<file path="config.mk">
export PLATFORM = sky130hd
export DESIGN_NAME = rds_group_name_decoder
export DESIGN_NICKNAME = d
export VERILOG_FILES = /design/src/rtl/rgn_pkg.sv /design/src/rtl/rds_group_name_decoder.sv /design/src/rtl/rgn_apb_regs.sv
export SDC_FILE = /design/constraint.sdc
export NUM_CORES = 1
export LEC_CHECK = 0
export BUFFER_PORTS_ARGS = -buffer_cell sky130_fd_sc_hd__buf_2
export CORE_MARGIN = 2
export CORE_UTILIZATION = 50
export DETAILED_ROUTE_END_ITERATION = 8
export MAX_ROUTING_LAYER = met4
export PLACE_DENSITY = 0.73
export SLEW_MARGIN = 10
export SYNTH_ARGS = -nofsm -noshare
export SYNTH_HDL_FRONTEND = slang
export SYNTH_SLANG_ARGS = --single-unit
</file>
<file path="constraint.sdc">
create_clock -name clk -period 12.95 [get_ports clk]
set_clock_uncertainty 0.2 [all_clocks]
set_input_delay 2.59 -clock clk [delete_from_list [all_inputs] [get_ports clk]]
set_output_delay 2.59 -clock clk [all_outputs]
set_load 0.01 [all_outputs]
</file>
<file path="src/rtl/rgn_pkg.sv">
package rgn_pkg;

	typedef struct packed {
		logic [15:0] block_a;
		logic [15:0] block_b;
		logic [15:0] block_c;
		logic [15:0] block_d;
		logic [1:0]  err_a;
		logic [1:0]  err_b;
		logic [1:0]  err_c;
		logic [1:0]  err_d;
	} rgn_in_t;

	typedef struct packed {
		logic [1:0]  status;
		logic [4:0]  group_code;
		logic [15:0] confirmed_pi;
		logic [63:0] ps_name;
		logic [63:0] tmc_provider;
	} rgn_out_t;

	typedef struct packed {
		logic [2:0] name_error_limit;
		logic [2:0] tmc_error_limit;
	} rgn_cfg_t;

	localparam logic [1:0] ST_ACCEPTED = 2'd0;
	localparam logic [1:0] ST_HDR_BAD  = 2'd1;
	localparam logic [1:0] ST_C_BAD    = 2'd2;

	localparam logic [4:0] GRP_0A = 5'd0;
	localparam logic [4:0] GRP_0B = 5'd1;
	localparam logic [4:0] GRP_8A = 5'd16;

	localparam logic [1:0] TMC_SYS_TYPE = 2'd2;
	localparam logic [2:0] TMC_DUR_LO   = 3'd4;
	localparam logic [2:0] TMC_DUR_HI   = 3'd5;

	localparam logic REG_NAME_LIMIT = 1'b0;
	localparam logic REG_TMC_LIMIT  = 1'b1;

	localparam logic [2:0] NAME_LIMIT_RST = 3'd1;
	localparam logic [2:0] TMC_LIMIT_RST  = 3'd2;

endpackage

</file>
<file path="src/rtl/rds_group_name_decoder.sv">
// RDS group decoder for the program service name and the TMC provider name.
// Group channel (grp_valid / grp_stall / grp): one RDS group per transfer,
// four 16-bit blocks with a 2-bit error level each.
// Result channel (res_valid / res_stall / res): exactly one result per group,
// in order: status, group code, confirmed PI and both 8-character names as
// they stand after the group is applied.
// A group goes through the input register, then the decode and state update
// into the result register. Throughput: one group per cycle while the
// receiver does not stall; the PI, service name and TMC name state is updated
// as the group is taken, so the next group sees it at once.
// When the receiver stalls, the result register holds, the input register
// fills, and grp_stall rises; a new group is taken again as soon as the
// result is transferred, in the same cycle.
// APB port: register 0 (address 0) name error limit, register 1 (address 4)
// TMC error limit, 3 bits each; write only while the block is idle.
// Reset clears both names, both PI registers and the pipeline, and sets the
// limits to 1 and 2.
module rds_group_name_decoder import rgn_pkg::*; (
	input  logic        clk,
	input  logic        arst_n,
	input  logic        grp_valid,
	output logic        grp_stall,
	input  rgn_in_t     grp,
	output logic        res_valid,
	input  logic        res_stall,
	output rgn_out_t    res,
	input  logic        psel,
	input  logic        penable,
	input  logic        pwrite,
	input  logic [2:0]  paddr,
	input  logic [31:0] pwdata,
	output logic [31:0] prdata,
	output logic        pready
);

	rgn_cfg_t cfg;

	rgn_apb_regs u_regs (
		.clk     (clk),
		.arst_n  (arst_n),
		.psel    (psel),
		.penable (penable),
		.pwrite  (pwrite),
		.paddr   (paddr),
		.pwdata  (pwdata),
		.prdata  (prdata),
		.pready  (pready),
		.cfg     (cfg)
	);

	logic            valid_s1;
	rgn_in_t         grp_s1;
	logic            res_valid_q;
	rgn_out_t        res_q;

	logic [15:0]     conf_q, cand_q;
	logic [0:7][7:0] ps_q, tmc_q;
	logic [15:0]     conf_n, cand_n;
	logic [0:7][7:0] ps_n, tmc_n;
	logic [1:0]      status_n;

	logic            adv, take;
	logic            hdr_ok, c_name_ok, d_name_ok, c_tmc_ok, d_tmc_ok;
	logic [4:0]      code;
	logic [2:0]      seg_idx, tmc_idx;

	assign adv       = ~res_valid_q | ~res_stall;
	assign take      = valid_s1 & adv;
	assign grp_stall = valid_s1 & ~adv;

	always_ff @(posedge clk or negedge arst_n) begin
		if (!arst_n) begin
			valid_s1 <= 1'b0;
		end else if (~grp_stall) begin
			valid_s1 <= grp_valid;
		end
	end

	always_ff @(posedge clk) begin
		if (grp_valid & ~grp_stall) begin
			grp_s1 <= grp;
		end
	end

	assign code      = grp_s1.block_b[15:11];
	assign hdr_ok    = ({1'b0, grp_s1.err_a} < cfg.name_error_limit) &&
	                   ({1'b0, grp_s1.err_b} < cfg.name_error_limit);
	assign c_name_ok = {1'b0, grp_s1.err_c} < cfg.name_error_limit;
	assign d_name_ok = {1'b0, grp_s1.err_d} < cfg.name_error_limit;
	assign c_tmc_ok  = {1'b0, grp_s1.err_c} < cfg.tmc_error_limit;
	assign d_tmc_ok  = {1'b0, grp_s1.err_d} < cfg.tmc_error_limit;
	assign seg_idx   = {grp_s1.block_b[1:0], 1'b0};
	// base 0 for duration 4, 4 for duration 5
	assign tmc_idx   = {grp_s1.block_b[0], 2'b00};

	always_comb begin
		conf_n   = conf_q;
		cand_n   = cand_q;
		ps_n     = ps_q;
		tmc_n    = tmc_q;
		status_n = ST_ACCEPTED;
		if (!hdr_ok) begin
			status_n = ST_HDR_BAD;
		end else begin
			if (cand_q == grp_s1.block_a) begin
				if (conf_q != cand_q) begin
					ps_n[0] = 8'd0;
				end
				conf_n = cand_q;
			end else begin
				cand_n = grp_s1.block_a;
			end
			if (code == GRP_0A || code == GRP_0B) begin
				if (!c_name_ok) begin
					status_n = ST_C_BAD;
				end else if (d_name_ok) begin
					ps_n[seg_idx]        = grp_s1.block_d[15:8];
					ps_n[seg_idx | 3'd1] = grp_s1.block_d[7:0];
				end
			end else if (code == GRP_8A &&
			             grp_s1.block_b[4:3] == TMC_SYS_TYPE &&
			             (grp_s1.block_b[2:0] == TMC_DUR_LO ||
			              grp_s1.block_b[2:0] == TMC_DUR_HI)) begin
				if (c_tmc_ok) begin
					tmc_n[tmc_idx]         = grp_s1.block_c[15:8];
					tmc_n[tmc_idx | 3'd1]  = grp_s1.block_c[7:0];
				end
				if (d_tmc_ok) begin
					tmc_n[tmc_idx | 3'd2]  = grp_s1.block_d[15:8];
					tmc_n[tmc_idx | 3'd3]  = grp_s1.block_d[7:0];
				end
			end
		end
	end

	always_ff @(posedge clk or negedge arst_n) begin
		if (!arst_n) begin
			conf_q      <= 16'd0;
			cand_q      <= 16'd0;
			ps_q        <= '0;
			tmc_q       <= '0;
			res_valid_q <= 1'b0;
		end else begin
			if (take) begin
				conf_q <= conf_n;
				cand_q <= cand_n;
				ps_q   <= ps_n;
				tmc_q  <= tmc_n;
			end
			if (adv) begin
				res_valid_q <= valid_s1;
			end
		end
	end

	always_ff @(posedge clk) begin
		if (take) begin
			res_q.status       <= status_n;
			res_q.group_code   <= code;
			res_q.confirmed_pi <= conf_n;
			res_q.ps_name      <= ps_n;
			res_q.tmc_provider <= tmc_n;
		end
	end

	assign res_valid = res_valid_q;
	assign res       = res_q;

	a_hdr_bad_holds: assert property (@(posedge clk) disable iff (!arst_n)
		(take && !hdr_ok) |=> ($stable(conf_q) && $stable(cand_q) &&
		                       $stable(ps_q) && $stable(tmc_q)))
		else $error("state changed on a group with an unusable header");

	a_res_matches_state: assert property (@(posedge clk) disable iff (!arst_n)
		take |=> (res_q.confirmed_pi == conf_q && res_q.ps_name == ps_q &&
		          res_q.tmc_provider == tmc_q))
		else $error("result does not show the updated state");

	a_conf_from_cand: assert property (@(posedge clk) disable iff (!arst_n)
		(take && conf_n != conf_q) |=> (conf_q == $past(cand_q)))
		else $error("confirmed PI taken from somewhere other than the candidate");

	a_stall_only_full: assert property (@(posedge clk) disable iff (!arst_n)
		grp_stall |-> (valid_s1 && res_valid_q && res_stall))
		else $error("group stalled while the pipeline can advance");

endmodule

</file>
<file path="src/rtl/rgn_apb_regs.sv">
module rgn_apb_regs import rgn_pkg::*; (
	input  logic        clk,
	input  logic        arst_n,
	input  logic        psel,
	input  logic        penable,
	input  logic        pwrite,
	input  logic [2:0]  paddr,
	input  logic [31:0] pwdata,
	output logic [31:0] prdata,
	output logic        pready,
	output rgn_cfg_t    cfg
);

	rgn_cfg_t cfg_q;
	logic     wr_en;

	assign pready = 1'b1;
	assign wr_en  = psel & penable & pwrite & pready;

	// low address bits only select bytes within a word
	always_ff @(posedge clk or negedge arst_n) begin
		if (!arst_n) begin
			cfg_q.name_error_limit <= NAME_LIMIT_RST;
			cfg_q.tmc_error_limit  <= TMC_LIMIT_RST;
		end else if (wr_en) begin
			unique case (paddr[2])
				REG_NAME_LIMIT: cfg_q.name_error_limit <= pwdata[2:0];
				REG_TMC_LIMIT:  cfg_q.tmc_error_limit  <= pwdata[2:0];
				default: ;
			endcase
		end
	end

	always_comb begin
		prdata = 32'd0;
		unique case (paddr[2])
			REG_NAME_LIMIT: prdata = {29'd0, cfg_q.name_error_limit};
			REG_TMC_LIMIT:  prdata = {29'd0, cfg_q.tmc_error_limit};
			default:        prdata = 32'd0;
		endcase
		prdata = prdata | {32{paddr[1] & paddr[0] & 1'b0}};
	end

	assign cfg = cfg_q;

endmodule

</file>
Yosys cells after proc, flatten, opt, wreduce, memory -nomap -nowiden

Cells that the tools add are included.

Add/subtract/negate cells: 0
$mul: 0
Divide/modulo/power cells: 0
Magnitude comparators: 18
Equal/unequal tests: 7
Shift-type cells: 0
Muxes and demuxes: 38
Bitwise operators: 18
Reductions and logical operators: 16

Operators with widths:

| operator             | number |
|---|---|
| $mux W64             | 12 |
| $bwmux W64           | 6 |
| $demux W8 S3         | 6 |
| $mux W8              | 9 |
| $pmux W32 S2         | 1 |
| $mux W16             | 2 |
| $ge A4 B4 Y1 const B | 6 |
| $lt A4 B1 Y1 const B | 6 |
| $not A3 Y4           | 6 |
| $lt A2 B3 Y1         | 6 |
| $eq A16 B16 Y1       | 1 |
| $ne A16 B16 Y1       | 1 |
| $logic_and A1 B1 Y1  | 9 |
| $eq A3 B3 Y1 const B | 2 |
| $not A1 Y1           | 6 |
| $reduce_and A2 Y1    | 3 |
| $and A1 B1 Y1        | 5 |
| $eq A5 B1 Y1 const B | 1 |
| $eq A5 B5 Y1 const B | 1 |
| $logic_not A5 Y1     | 1 |
| $reduce_and A3 Y1    | 1 |
| $eq A2 B2 Y1 const B | 1 |
| $logic_or A1 B1 Y1   | 2 |
| $mux W2              | 1 |
| other kinds (2)      | 2 |

Register bits: 391
Latch bits: 0
Memory bits (writable): 0
Bits in read-only memories: 0
Input bits: 114
Output and inout bits: 186
Word-level logic and storage cells: 133
Memories kept: 0

Depth between registers and ports, before layout

Gate-level depths: netlist of the first run.

Word-level depth: 17
Depth in mapped cells: 9
Gate-level depth less buffers: 7

Hierarchy

A second synthesis of the first run with hierarchy kept.

Cell total of the unflattened synthesis: 922
Area, all modules: 15800.2 sq um

Modules (own cells, without submodules):

| module                 | times used | cells each | area each (sq um) | sequential area each (sq um) |
|---|---|---|---|---|
| rds_group_name_decoder | 1          | 873        | 15277.2           | 10570.1 |
| rgn_apb_regs           | 1          | 49         | 523.0             | 152.6 |

Worst setup path after synthesis of the first run

OpenSTA, ideal clock, no wires.

Path kind: input-to-reg
Start: input port res_stall
End: register tmc_q[20] (netlist name)
Setup time: 0.125 ns
Arrival: 6.321 ns
Data required time: 12.625 ns
Path slack: 6.304 ns
Stages: 6
Buffers on the path: 2
Path through: a21boi_0 buf_2 o21ai_0 nor2_2 buf_6 mux2_2

Longest elaborated chain between the ends: 3

RTL lines:

| element              | line                          | text |
|---|---|---|
| from (decl)          | rds_group_name_decoder.sv:25  | `input logic res_stall,` |
| $not A1 Y1           | rds_group_name_decoder.sv:67  | `assign adv = ~res_valid_q \| ~res_stall;` |
| $or A1 B1 Y1         | rds_group_name_decoder.sv:67  |  |
| $and A1 B1 Y1        | rds_group_name_decoder.sv:68  | `assign take = valid_s1 & adv;` |
| via take             | rds_group_name_decoder.sv:62  | `logic adv, take;` |
| to (signal assigned) | rds_group_name_decoder.sv:148 | `tmc_q <= tmc_n;` |
| to (decl)            | rds_group_name_decoder.sv:57  | `logic [0:7][7:0] ps_q, tmc_q;` |

The timed path passes the listed nets, and every way through them passes these cells.
A chain may end at the register's enable or synchronous reset.

Worst setup path after layout of the first run

Start: input port paddr[2]
End: output port prdata[2]

Longest elaborated chain between the ends: 2

RTL lines:

| element                     | line                         | text |
|---|---|---|
| from (decl)                 | rds_group_name_decoder.sv:30 | `input logic [2:0] paddr,` |
| $not A1 Y1 (no source line) | --                           |  |
| $pmux W32 S2 (*)            | rgn_apb_regs.sv:36           | `unique case (paddr[2])` |
| to (decl)                   | rds_group_name_decoder.sv:32 | `output logic [31:0] prdata,` |

Every way passes the cells marked *; elsewhere a longest branch is shown, timed or not. The select of a mux whose other input is x is not followed.

==> flow_summary_export.csv, run 1 <==
group,metric,value,unit
run_status,status,"complete, no violations",
finish,syn_to_final_growth,17.9,%
synth,synth_top_area_share,0.412,
placement,dpl.hpwl,20.1,mm
finish,seq_area,10700,sq um
power,clockPowerShare,0.418,
critical_path,reg2regPathDepth,5,
synth,synthFlopType,"edfxtp_1",
critical_path,cp.required,10160,ps
hold_path,worstHoldPathCells,0,
synth,synth.area.mux_share,0.211,
critical_path,reg2reg_to,"tmc_q[9]",
finish,nFillCells,2396,
critical_path,ff2ff_setup_slack,9130,ps
critical_path,r2r-start,"res_valid",
sta,rsz0062_at_grt,"false",
synth,ys_seq_area_frac,0.678,
clock_network,cts_hold_buf,0,
finish,multi_input_area,4670,sq um
synth,ys_ff_latch,385,
placement,gp_congestion,0.761,
grt,grt_pass1_vias,8690,
critical_path,path_max_fanout,6,
synth,synth-edff-count,217,
critical_path,cp-end-kind,"output port",
clock_network,clk_path_buf_depth,3,
power,combPwrFrac,0.091,
die,start_util,0.504,
placement,pre_cts_slack,6710,ps
clock_network,clk_latency,550,ps
routing,viasPerCell,5.31,
sta,worst-slew-pin-transition,1090,ps
finish,num-nets-final,1280,
grt,antenna_found_initial,8,
synth,yosysTopAreaCell,"edfxtp_1",
die,die_w,182,microns
critical_path,crit_path_top_delay_cell,"mux2_2",
sta,finalSetupTns,0,ps
synth,synth_top_family_by_area,"multiplexers",
power,p_sw_frac,0.236,
synth,synth_xor_area_frac,0.0177,
clock_network,clockRootBuffer,"clkbuf_16",
clock_network,postCtsSetupBuffers,0,
grt,grt_max_degree,104,
sta,finalHoldViolations,0,
clock_network,clkTransAtPathRegs,60,ps
placement,port_buffers,232,
synth,ys_types,51,
die,row_count,65,
power,pwr_density_cell,162,nW/um^2
hold_path,hold_start,"code[0]",
finish,drive_gt1_frac,0.528,
synth,synth-simple-area-share,0.0302,
power,vdd_drop_max,0.126,mV
sta,layout_min_cycle_time,6020,ps
synth,synth_fa_ha_area_frac,0.00474,
synth,ys_top_cells_by_area,"edfxtp_1 41%, dfrtp_1 26%, mux2_2 21%",
sta,timing.final.crit_share,0.465,
sta,fmax,0.166,GHz
hold_path,hp-class,"flip-flop to flip-flop",
routing,routedWlPerCell,20.3,microns
routing,dr.pass1.iters,5,
power,power.internal,0.00231,W
die,io_pins,300,
routing,drt_iter0_drc,473,
power,leakage,8.23,nW
critical_path,critPathLaunchType,"input pin",
grt,grt_pass1_wl,50.0,mm
routing,drt.antenna.violating_nets,0,
power,p_switching,0.000715,W
die,coreArea,31400,sq um
hold_path,hold_end,"res[144]",
critical_path,crit_top_cell,"buf_2",
clock_network,cts_htree_levels,2,
synth,synth_compound_area_frac,0.0237,
clock_network,cts_tree,"done",
synth,syn_avg_cell_area,17.1,sq um
grt,grt_usage,0.203,
critical_path,crit_arrival,3230,ps
power,seqPwrFrac,0.490,
die,die_area,33100,sq um
routing,drc,0,
grt,grt_overflow,0,
critical_path,path_cells,"buf_2, mux2_2, buf_2",
sta,finalMaxSlewViolations,0,
synth,synth-warning-count,0,
clock_network,cts_made_buffers,42,
sta,setup_violations,0,
routing,route.vias.total,8513,
synth,netlist_instances,924,
synth,netlist_area,15800,sq um
clock_network,cts_num_sinks,385,
critical_path,critPathKind,"input pin to output port",
sta,max_slew_margin,0.274,
routing,wirelength,32.6,mm
sta,fin_ws,6930,ps
critical_path,cp_slowest_stage_delay,350,ps
synth,synth_async_sr_flop_share,0.436,
placement,placed_cell_area,17200,sq um
clock_network,cts.repair.resized,0,
die,fp.dieH,182,microns
finish,finalInstanceArea,18700,sq um
job,cap_violations,0,
kinds of logic after synthesis:
group,Yosys count
other,2
multiplexers,296
AND/OR/NAND/NOR,73
adder cells (fa/ha/maj),6
XOR/XNOR,32
buffers and inverters,86
AO/OA/AOI/OAI,44
flip-flops,385
cell usage in the layout (no fill, tap or decap), drive strengths merged, types with 3 or more instances in the layout:
| master | synthesis | routed |
|---|---|---|
| nand2b | 6 | 6 |
| nor2 | 19 | 19 |
| bufinv | 0 | 6 |
| o21ai | 4 | 4 |
| and3 | 3 | 3 |
| nand3 | 8 | 8 |
| conb | 2 | 30 |
| xnor2 | 16 | 16 |
| edfxtp | 217 | 217 |
| nand2 | 11 | 11 |
| o2111ai | 3 | 3 |
| a2bb2oi | 3 | 3 |
| a21oi | 5 | 5 |
| nor4 | 7 | 7 |
| xor2 | 16 | 16 |
| o31ai | 6 | 6 |
| dfrtp | 166 | 166 |
| ha | 6 | 6 |
| buf | 53 | 238 |
| diode | 0 | 8 |
| nand4 | 7 | 7 |
| clkbuf | 21 | 60 |
| inv | 12 | 15 |
| o221ai | 5 | 5 |
| mux2 | 296 | 296 |
| o211ai | 5 | 5 |
| clkinv | 0 | 9 |
| a32oi | 8 | 8 |
critical path: cells and delay by family:
family | cells | cell delay, ps
muxes | 1 | 350
buffers and inverters | 2 | 280
routing by layer:
layer	wire (microns)	vias to the layer above	GRT usage
met4	701	0	0.0603
met1	14600	4304	0.274
met2	15300	273	0.312
met3	1960	51	0.0447
li1	-	3885	-
met5	0	-	-
worst max path at each step:
stage                     startpoint   endpoint  depth (start not counted)
final                       paddr[2]  prdata[2]                          3
after global routing        paddr[2]  prdata[0]                          3
after CTS                   paddr[2]  prdata[0]                          3
after detailed placement   res_stall  tmc_q[13]                          6
after global placement     res_stall  tmc_q[46]                          6
after floorplan            res_stall  tmc_q[20]                          6
Yosys cell counts, types with 2 or more instances:
| library cell | instances |
|---|---|
| mux2_2 | 296 |
| edfxtp_1 | 217 |
| dfrtp_1 | 166 |
| buf_4 | 38 |
| clkbuf_1 | 21 |
| xnor2_1 | 16 |
| xor2_1 | 16 |
| inv_1 | 12 |
| buf_6 | 11 |
| nand2_1 | 11 |
| nor2_2 | 9 |
| a32oi_1 | 8 |
| ha_1 | 6 |
| nand2b_1 | 6 |
| nand3_1 | 6 |
| nor2_1 | 6 |
| nor4_1 | 6 |
| o31ai_1 | 6 |
| a21oi_1 | 5 |
| nand4_1 | 5 |
| o211ai_1 | 5 |
| o221ai_1 | 5 |
| buf_2 | 4 |
| nor2_4 | 4 |
| a2bb2oi_1 | 3 |
| and3_1 | 3 |
| o21ai_0 | 3 |
| conb_1 | 2 |
| dfstp_2 | 2 |
| nand4_2 | 2 |
| nor2b_1 | 2 |
| nor3_1 | 2 |
| o2111ai_1 | 2 |
sequential cells by signal, indices dropped and copies added (netlist names):
name        flops
res           151
res_valid       1
u_regs.cfg      6
conf_q         16
code            5
ps_q           64
valid_s1        1
cand_q         16
tmc_q          64
grp_s1         61
through the flow:
step                      hold slack [ps]   util  instances  power (W)
after global placement                244  0.546       1518    0.00177
final                                 255  0.595       1604    0.00302
after detailed placement              240  0.546       1518    0.00179
after CTS                             255  0.594       1596    0.00306
after global routing                  267  0.595       1604    0.00314
after floorplan                       227      -        952    0.00168
power by group through the flow:
stage | combinational (W) | sequential (W) | clock, W
after detailed placement | 0.000280 | 0.00151 | 0
final | 0.000276 | 0.00148 | 0.00126
after CTS | 0.000282 | 0.00148 | 0.00129
after global placement | 0.000274 | 0.00150 | 0
after global routing | 0.000305 | 0.00150 | 0.00134
after floorplan | 0.000181 | 0.00150 | 0
layout make-up:
cell class	count	area share
Clock buffer	60	0.0653
Multi-Input combinational cell	481	0.250
Sequential cell	385	0.575
Tap cell	402	0.0269
Timing Repair Buffer	238	0.0650
Antenna cell	8	0.00107
Clock inverter	18	0.0145
Inverter	12	0.00241
Note: power is estimated with default switching activity, not from simulation.
==> run 2: changes to the inputs <==
--- a/config.mk
+++ b/config.mk
@@ -5,6 +5,7 @@
 export SDC_FILE = /design/constraint.sdc
 export NUM_CORES = 1
 export LEC_CHECK = 0
+export ABC_AREA = 1
 export BUFFER_PORTS_ARGS = -buffer_cell sky130_fd_sc_hd__buf_2
 export CORE_MARGIN = 2
 export CORE_UTILIZATION = 50
==> constraint.sdc (replaced) <==
create_clock -name clk -period 6.25 [get_ports clk]
set_clock_uncertainty 0.2 [all_clocks]
set_input_delay 1.25 -clock clk [delete_from_list [all_inputs] [get_ports clk]]
set_output_delay 1.25 -clock clk [all_outputs]
set_load 0.01 [all_outputs]
==> run 2 against run 1 <==
First-iteration DRC count increased by 130%. Worst setup slack got worse by 4900 ps. Register-to-register slack got worse by 6700 ps. Wire length increased by 19%. Synthesized cell count increased by 85%. Non-clock buffer count increased by 2. Cell area increased by 5.6%. Critical path type is now input pin to flip-flop. Largest cell class unchanged.
==> flow_summary_export.csv, run 2 <==
group,metric,value,unit
synth,netlist_top_cells_count,"545 x nand2_1, 217 x edfxtp_1, 203 x inv_1",
routing,drc,0,
finish,syn_to_final_growth,15.5,%
run_status,status,"complete, no violations",
critical_path,crit_arrival,4440,ps
sta,finalSetupTns,0,ps
grt,grt_pass1_wl,61.5,mm
sta,finalMaxSlewViolations,0,
grt,grt_max_degree,206,
placement,dpl.hpwl,24.7,mm
die,io_pins,300,
power,leakage,9.53,nW
synth,synth_xor_area_frac,0.00308,
clock_network,cts_made_buffers,41,
sta,fmax,0.237,GHz
grt,grt_use_met3,0.0384,
grt,grt_overflow,0,
grt,antenna_found_initial,0,
grt,top_usage_layer,"met2",
synth,ys_seq_area_frac,0.629,
clock_network,clk_path_buf_depth,3,
synth,synth_compound_area_frac,0.0585,
routing,drt.antenna.violating_nets,0,
finish,final_cell_mix,"545 x nand2_1, 231 x buf_2, 217 x edfxtp_1",
placement,placed_cell_area,18400,sq um
power,p_sw_frac,0.281,
synth,ys_types,39,
sta,setup_violations,0,
synth,synth_async_sr_flop_share,0.436,
grt,use_met1,0.294,
power,vdd_drop_max,0.216,mV
clock_network,cts_hold_buf,0,
routing,drt_iter0_drc,1073,
power,combPwrFrac,0.161,
die,die_w,189,microns
placement,gp_congestion,0.811,
clock_network,cts_tree,"done",
synth,syn_avg_cell_area,9.96,sq um
synth,synth-warning-count,0,
critical_path,crit_start,"res_stall",
clock_network,clkTransAtPathRegs,60,ps
hold_path,hold_start,"code[3]",
critical_path,cp-end-kind,"flip-flop",
sta,hold_slack,271,ps
critical_path,r2r-start,"res_valid",
critical_path,ff2ff_setup_slack,2460,ps
synth,synth_top_area_share,0.382,
job,cap_violations,0,
die,die_area,35600,sq um
power,power.internal,0.00476,W
clock_network,clockRootBuffer,"clkbuf_16",
clock_network,postCtsSetupBuffers,0,
clock_network,cts_num_sinks,385,
synth,synthFlopType,"edfxtp_1",
grt,grt_usage,0.225,
synth,synth.area.mux_share,0,
finish,num-nets-final,2037,
routing,viasPerCell,5.17,
hold_path,hp-class,"flip-flop to flip-flop",
finish,largest_reg_flops,151,
die,fp.dieH,189,microns
sta,rsz0062_at_grt,"false",
die,start_util,0.509,
clock_network,cts_htree_levels,2,
critical_path,cp.required,6470,ps
synth,synth.most_common_cell,"nand2_1",
grt,grt_pass1_vias,11900,
finish,drive_gt1_frac,0.175,
clock_network,cts.repair.resized,0,
synth,netlist_area,17100,sq um
synth,synth_top_family_by_area,"simple AND/OR/NAND/NOR gates",
power,p_switching,0.00186,W
die,row_count,67,
critical_path,path_max_fanout,49,
critical_path,critPathKind,"input pin to flip-flop",
sta,layout_min_cycle_time,4220,ps
sta,max_slew_margin,0.284,
routing,routedWlPerCell,16.2,microns
synth,yosysTopAreaCell,"edfxtp_1",
routing,dr.pass1.iters,5,
grt,grtUsageMet2,0.355,
routing,wirelength,38.9,mm
sta,timing.final.crit_share,0.675,
synth,synth_fa_ha_area_frac,0.00440,
synth,synth-simple-area-share,0.222,
clock_network,clk_latency,530,ps
finish,antenna_cells,0,
finish,finalInstanceArea,19700,sq um
synth,synth-edff-count,217,
sta,finalHoldViolations,0,
die,coreArea,33500,sq um
routing,route.vias.total,12400,
finish,mostFrequentLayoutCell,"nand2_1",
synth,netlist_instances,1713,
power,pwr_density_cell,336,nW/um^2
power,clockPowerShare,0.354,
power,seqPwrFrac,0.485,
synth,ys_top_cells_by_area,"edfxtp_1 38%, dfrtp_1 24%, nand2_1 12%",
synth,ys_ff_latch,385,
sta,worst-slew-pin-transition,1070,ps
critical_path,critPathLaunchType,"input pin",
placement,port_buffers,232,
-- run 2: cell count changes after synthesis, moves of 19 or more --
cell      previous run  this run
o21ai_1              0        46
o21a_1               0        32
o21ai_0              3        28
nand4_1              5        64
inv_1               12       203
nand3_1              6        99
o211ai_1             5        32
mux2_2             296         0
buf_2                4        25
and2_1               1        81
nor2_1               6        25
nand2_1             11       545
-- run 2: worst max-delay path: stages --
cell and delay [ps]:
buf_2 90, nand2_1 100, inv_1 90, nor2_4 640, clkinv_2 870, nor2_1 360, nand2_1 600, o21ai_0 420
-- run 2: per-stage QoR --
stage               utilization  total power, W  instances  worst slack [ps]
finish                    0.588         0.00662       2397              2030
global route              0.588         0.00694       2397              1710
CTS                       0.588         0.00669       2397              2000
detailed placement        0.548         0.00432       2322              1450
global placement          0.548         0.00428       2322              1630
floorplan                     -         0.00397       1741              1480
-- run 2: power groups by stage --
stage / Clock [W] / Combinational (W) / Sequential (W)
finish: 0.00234 / 0.00107 / 0.00321
global route: 0.00250 / 0.00120 / 0.00324
CTS: 0.00240 / 0.00107 / 0.00321
detailed placement: 0 / 0.00107 / 0.00326
global placement: 0 / 0.00104 / 0.00325
floorplan: 0 / 0.000672 / 0.00329
-- run 2: per-layer routing --
metal / share of wire / routed length [microns]
met4: 0.032 / 1260
met5: 0 / 0
met2: 0.47 / 18400
met3: 0.064 / 2490
met1: 0.43 / 16800
-- run 2: final timing paths --
kind	to	cells past startpoint
min in group asynchronous	ps_q[2]	1
max in group asynchronous	cand_q[6]	2
worst max register to register	cand_q[12]	7
worst min register to register	res[147]	0
worst min-delay path	res[147]	0
worst max-delay path	cand_q[12]	8
-- run 2: area by class of cell --
| class | instances | area, sq um |
|---|---|---|
| fillers | 2806 | 13800 |
| flip-flops and latches | 385 | 10700 |
| multi-input cells | 1035 | 5050 |
| repair buffers | 240 | 1250 |
| clock buffers | 58 | 1190 |
| inverters | 214 | 805 |
| well taps | 448 | 561 |
| clock inverters | 17 | 121 |
-- run 2: logic make-up after synthesis --
kind of cell,after synthesis
AOI/OAI and AO/OA,159
xor gates and xnor gates,6
adders and majority gates,6
buffers and inverters,321
DFF,385
other,2
and+or+nand+nor,834
